==> src/rtl/off_cpu_interval_tracker_unit_defines.svh <==
// ============================================================================
// off_cpu_interval_tracker_unit_defines.svh
// Assertion macros shared by the off-processor interval tracker.
// ============================================================================
`ifndef OFF_CPU_INTERVAL_TRACKER_UNIT_DEFINES_SVH
`define OFF_CPU_INTERVAL_TRACKER_UNIT_DEFINES_SVH

// Same-cycle implication, checked on every rising clk edge outside reset.
`define OCT_ASSERT_NOW(lbl, ante, cons, msg) \
	lbl: assert property (@(posedge clk) disable iff (!arst_n) (ante) |-> (cons)) \
		else $error(msg);

// Next-cycle implication, checked on every rising clk edge outside reset.
`define OCT_ASSERT_NEXT(lbl, ante, cons, msg) \
	lbl: assert property (@(posedge clk) disable iff (!arst_n) (ante) |=> (cons)) \
		else $error(msg);

`endif

==> src/rtl/oct_pkg.sv <==
// ============================================================================
// oct_pkg
// Types, command codes and default sizes for the off-processor interval
// tracker.
// ============================================================================
`default_nettype none

package oct_pkg;

	// Default sizes
	localparam int THREAD_COUNT_DEF  = 65536;
	localparam int PROCESS_COUNT_DEF = 65536;
	localparam int TIME_BITS_DEF     = 64;

	// Command codes
	localparam logic [1:0] CMD_SWITCH = 2'd0;
	localparam logic [1:0] CMD_ADD    = 2'd1;
	localparam logic [1:0] CMD_REMOVE = 2'd2;

	// Input transaction
	typedef struct packed {
		logic [1:0]  cmd;
		logic [15:0] prev_thread;
		logic [15:0] next_thread;
		logic [15:0] next_process;
		logic [63:0] now_time;
	} in_item_t;

	// Result transaction
	typedef struct packed {
		logic [15:0] process_id;
		logic [15:0] thread_id;
		logic [63:0] off_cpu_time;
		logic [63:0] event_time;
	} out_item_t;

	// Controller to datapath
	typedef struct packed {
		logic sweep;   // clear one entry of the valid and tracked stores
		logic accept;  // capture the input transaction, first store access
		logic commit;  // retire the switch: clear entry, load result
	} ctrl_cmd_t;

	// Datapath to controller
	typedef struct packed {
		logic sweep_done;  // last entry of the clearing pass
		logic result;      // current switch yields a result
		logic out_busy;    // output register full and stalled
	} dp_status_t;

endpackage

`default_nettype wire

==> src/rtl/oct_ctrl.sv <==
// ============================================================================
// oct_ctrl
// Controller: clearing pass after reset, accept, and lookup/commit phase.
// ============================================================================
`default_nettype none

module oct_ctrl
	import oct_pkg::*;
(
	input  wire logic       clk,
	input  wire logic       arst_n,
	input  wire logic       sw_valid,
	input  wire logic [1:0] sw_cmd,
	output logic            sw_stall,
	input  wire dp_status_t status,
	output ctrl_cmd_t       cmd
);

	typedef enum logic [2:0] {
		ST_CLEAR  = 3'b001,
		ST_IDLE   = 3'b010,
		ST_LOOKUP = 3'b100
	} state_t;

	state_t state_q;
	state_t state_d;

	// Command decode
	always_comb begin
		cmd.sweep  = (state_q == ST_CLEAR);
		cmd.accept = (state_q == ST_IDLE) && sw_valid;
		cmd.commit = (state_q == ST_LOOKUP) && !(status.result && status.out_busy);
	end

	assign sw_stall = (state_q != ST_IDLE);

	// Next state
	always_comb begin
		state_d = state_q;
		unique case (state_q)
			ST_CLEAR: begin
				if (status.sweep_done) state_d = ST_IDLE;
			end
			ST_IDLE: begin
				if (cmd.accept && (sw_cmd == CMD_SWITCH)) state_d = ST_LOOKUP;
			end
			ST_LOOKUP: begin
				if (cmd.commit) state_d = ST_IDLE;
			end
			default: begin
				state_d = ST_CLEAR;
			end
		endcase
	end

	always_ff @(posedge clk or negedge arst_n) begin
		if (!arst_n) begin
			state_q <= ST_CLEAR;
		end else begin
			state_q <= state_d;
		end
	end

endmodule

`default_nettype wire

==> config.mk <==
export PLATFORM = sky130hd
export DESIGN_NAME = oct_ctrl
export DESIGN_NICKNAME = d
export VERILOG_FILES = /design/src/rtl/off_cpu_interval_tracker_unit_defines.svh /design/src/rtl/oct_pkg.sv /design/src/rtl/oct_ctrl.sv
export SDC_FILE = /design/constraint.sdc
export NUM_CORES = 1
export LEC_CHECK = 0
export BUFFER_PORTS_ARGS = -buffer_cell sky130_fd_sc_hd__buf_2
export CORE_AREA = 2 2 39 41
export CTS_BUF_LIST = sky130_fd_sc_hd__clkbuf_8
export DETAILED_ROUTE_END_ITERATION = 16
export DIE_AREA = 0 0 41 43
export GPL_TIMING_DRIVEN = 0
export PLACE_DENSITY = 0.47
export SLEW_MARGIN = 20
export SYNTH_ARGS = -nofsm -noshare
export SYNTH_HDL_FRONTEND = slang
export SYNTH_SLANG_ARGS = --single-unit
==> constraint.sdc <==
create_clock -name clk -period 2.7 [get_ports clk]
set_input_delay 0.405 -clock clk [delete_from_list [all_inputs] [get_ports clk]]
set_output_delay 0.405 -clock clk [all_outputs]
set_load 0.01 [all_outputs]
==> flow_summary_export.csv <==
group,metric,value,unit
power_and_ir_drop,pwr-share-clk,42.0,%
layout,synthToLayoutAreaGrowth,67.1,%
power_and_ir_drop,switching_power,89.1,uW
grt,grt_pass1_wl,703,um
floorplan,die_h,43,um
clock_tree,cts_tree,"built",
grt,grt_util_all_layers,6.64,%
synthesis,synth_compound_area_share,13.5,%
sta,final-setup-viol-count,0,
synthesis,synthMuxAreaShare,0,%
floorplan,start_util,14.0,%
critical_path,arrival,1.18,ns
power_and_ir_drop,peakVddDrop,0.339,mV
critical_path,start_kind,"flop",
synthesis,synthAdderAreaFrac,0,%
routing,ant_nets,0,
sta,finClkSkew,0.000496,ns
synthesis,synth_area,194,um^2
routing,first_pass_iters,1,
place,port_buffers,11,
critical_path,critical_path.max_fanout,6,
routing,wl_per_cell,9.17,um
synthesis,synth-seq-area-share,39.4,%
routing,drt-vias-per-instance,3.75,
floorplan,rows,14,
worst_hold_path,min_path_type,"in -> reg",
critical_path,worstSetupEndpointType,"primary output",
layout,regMostFlops,"state_q",
grt,grt_pass1_vias,198,
routing,drcViolationCount,0,
power_and_ir_drop,cellLeakagePower,0.162,nW
synthesis,synth_fp_nets,28,
place,dpl-instance-area,269,um^2
layout,fin_area,324,um^2
power_and_ir_drop,powerDensity,925,nW/um^2
layout,diodes,0,
clock_tree,cts-htree-levels,1,
synthesis,ys_warn_count,0,
sta,rsz0062_at_grt,"no",
sta,slew_viol_final,0,
layout,drive_gt1_share,58.3,%
clock_tree,clock-root-buffer,"clkbuf_8",
grt,antenna_found_initial,0,
clock_tree,cts_made_buffers,3,
synthesis,ys_ff_latch,3,
clock_tree,clk_latency,0.21,ns
power_and_ir_drop,p_seq_share,28.3,%
synthesis,synth_xor_area_share,4.52,%
clock_tree,clkSinkCount,3,
power_and_ir_drop,comb_power_share,29.7,%
grt,grt_overflow_total,0,
synthesis,synth.distinct_cells,15,
synthesis,synth_top_family_by_area,"simple AND/OR/NAND/NOR gates",
clock_tree,cts.clk_slew.worst_paths,0.03,ns
place,dpl.hpwl,380,um
layout,largest_register_ffs,3,
sta,fin_setup_tns,0,ns
floorplan,core-area,1380,um^2
sta,fmax,630,MHz
power_and_ir_drop,internal-power,211,uW
critical_path,critPathRequiredTime,2.30,ns
grt,grt_max_degree,7,
sta,tightest_slew,0.356,ns
place,place.gp.congestion,0.662,
critical_path,criticalPathCategory,"reg -> out",
run_status,outcome,"finished, final reports clean",
routing,drtIter0Drc,0,
run,max_cap_violations,0,
routing,num_vias,195,
sta,period_share,58.8,%
floorplan,die_area,1760,um^2
sta,period_needed,1.59,ns
synthesis,synth-simple-area-share,36.8,%
synthesis,syn_inst,20,
routing,wirelength,477,um
floorplan,die_w,41,um
clock_tree,clock_path_buffers,2,
sta,hold_viol_final,0,
layout,reg_top3,"state_q: 3 flops",
sta,slew_headroom,76.2,%
power_and_ir_drop,switching_share,29.7,%
layout,fin_nets,45,
floorplan,io_pins,12,
synthesis,syn_avg_cell_area,9.70,um^2
sta,worst_hold_slack,0.455,ns
==> critical path: stages, from the launching register on <==
cell and delay (ns):
dfrtp_1 0.45, nor3b_2 0.24, and2_2 0.16, buf_2 0.12
==> power by group through the flow <==
stage	combinational, mW	clock [mW]	sequential (mW)
floorplan	0.0614	0	0.0813
global placement	0.0885	0	0.0849
detailed placement	0.0892	0	0.0866
CTS	0.0905	0.131	0.0857
global route	0.0977	0.136	0.0886
finish	0.0890	0.126	0.0850
==> final cells by class <==
cell class | instances | area (um^2)
inverter | 3 | 11.3
multi-input combinational | 14 | 106
tap | 16 | 20.0
fill | 157 | 1060
clock inverter | 1 | 3.75
timing repair buffer | 12 | 65.1
sequential | 3 | 76.3
clock buffer | 3 | 41.3
==> stage by stage <==
step	power, mW	worst slack [ns]	util (%)	std cells
2_1_floorplan	0.143	1.49	-	20
3_3_place_gp	0.173	1.34	19.4	47
3_5_place_dp	0.176	1.33	19.4	47
4_1_cts	0.308	1.10	23.4	52
5_1_grt	0.322	1.04	23.4	52
6_report	0.300	1.11	23.4	52
==> path summary, 6_finish.rpt <==
check                           slack (ns)  cells after the start       start         end
worst max-delay path                  1.11                      3  state_q[2]      cmd[1]
worst min-delay path                  0.45                      3   status[2]  state_q[0]
worst max register to register        1.65                      3  state_q[0]  state_q[0]
worst min register to register        0.53                      1  state_q[0]  state_q[2]
max in group asynchronous             1.99                      2      arst_n  state_q[0]
min in group asynchronous             0.52                      2      arst_n  state_q[1]
==> routing by layer <==
layer / vias up / GRT usage (%) / wire, um
met5: - / 0 / 0
met4: 0 / 8.00 / 0
met3: 0 / 3.66 / 75
met2: 12 / 8.44 / 182
met1: 84 / 6.47 / 218
li1: 99 / - / -
==> placed cells by master, fill, tap and decap left out, drive strengths merged, types with 2 or more instances in the layout <==
cell type and n:
inv 4, nor2 2, buf 11, dfrtp 2
clkbuf 3, nand2 2, nor3b 3
==> timing repair <==
action,CTS,global route
setup buffers,0,0
hold buffers,1,0
endpoints found under the hold margin,2,0
resized for setup,0,0
==> synthesized netlist by cell type <==
cell / count / area share [%]
dfstp_2: 1 / 14
dfrtp_1: 2 / 26
a31oi_1: 1 / 3.2
and2_2: 1 / 3.9
and4b_2: 1 / 5.8
nand2_1: 2 / 3.9
inv_2: 1 / 1.9
xnor2_1: 1 / 4.5
nand3_1: 1 / 2.6
o211ai_2: 1 / 6.5
nor3b_1: 1 / 3.9
o21a_1: 1 / 3.9
nor3b_2: 2 / 13
nor2_1: 2 / 3.9
inv_1: 2 / 3.9
==> cells by family after synthesis <==
logic type / Yosys count
AOI/OAI and AO/OA: 3
buffers and inverters: 3
and+or+nand+nor: 10
xor gates and xnor gates: 1
DFF: 3
No activity file was read; power rests on OpenSTA's default activity.
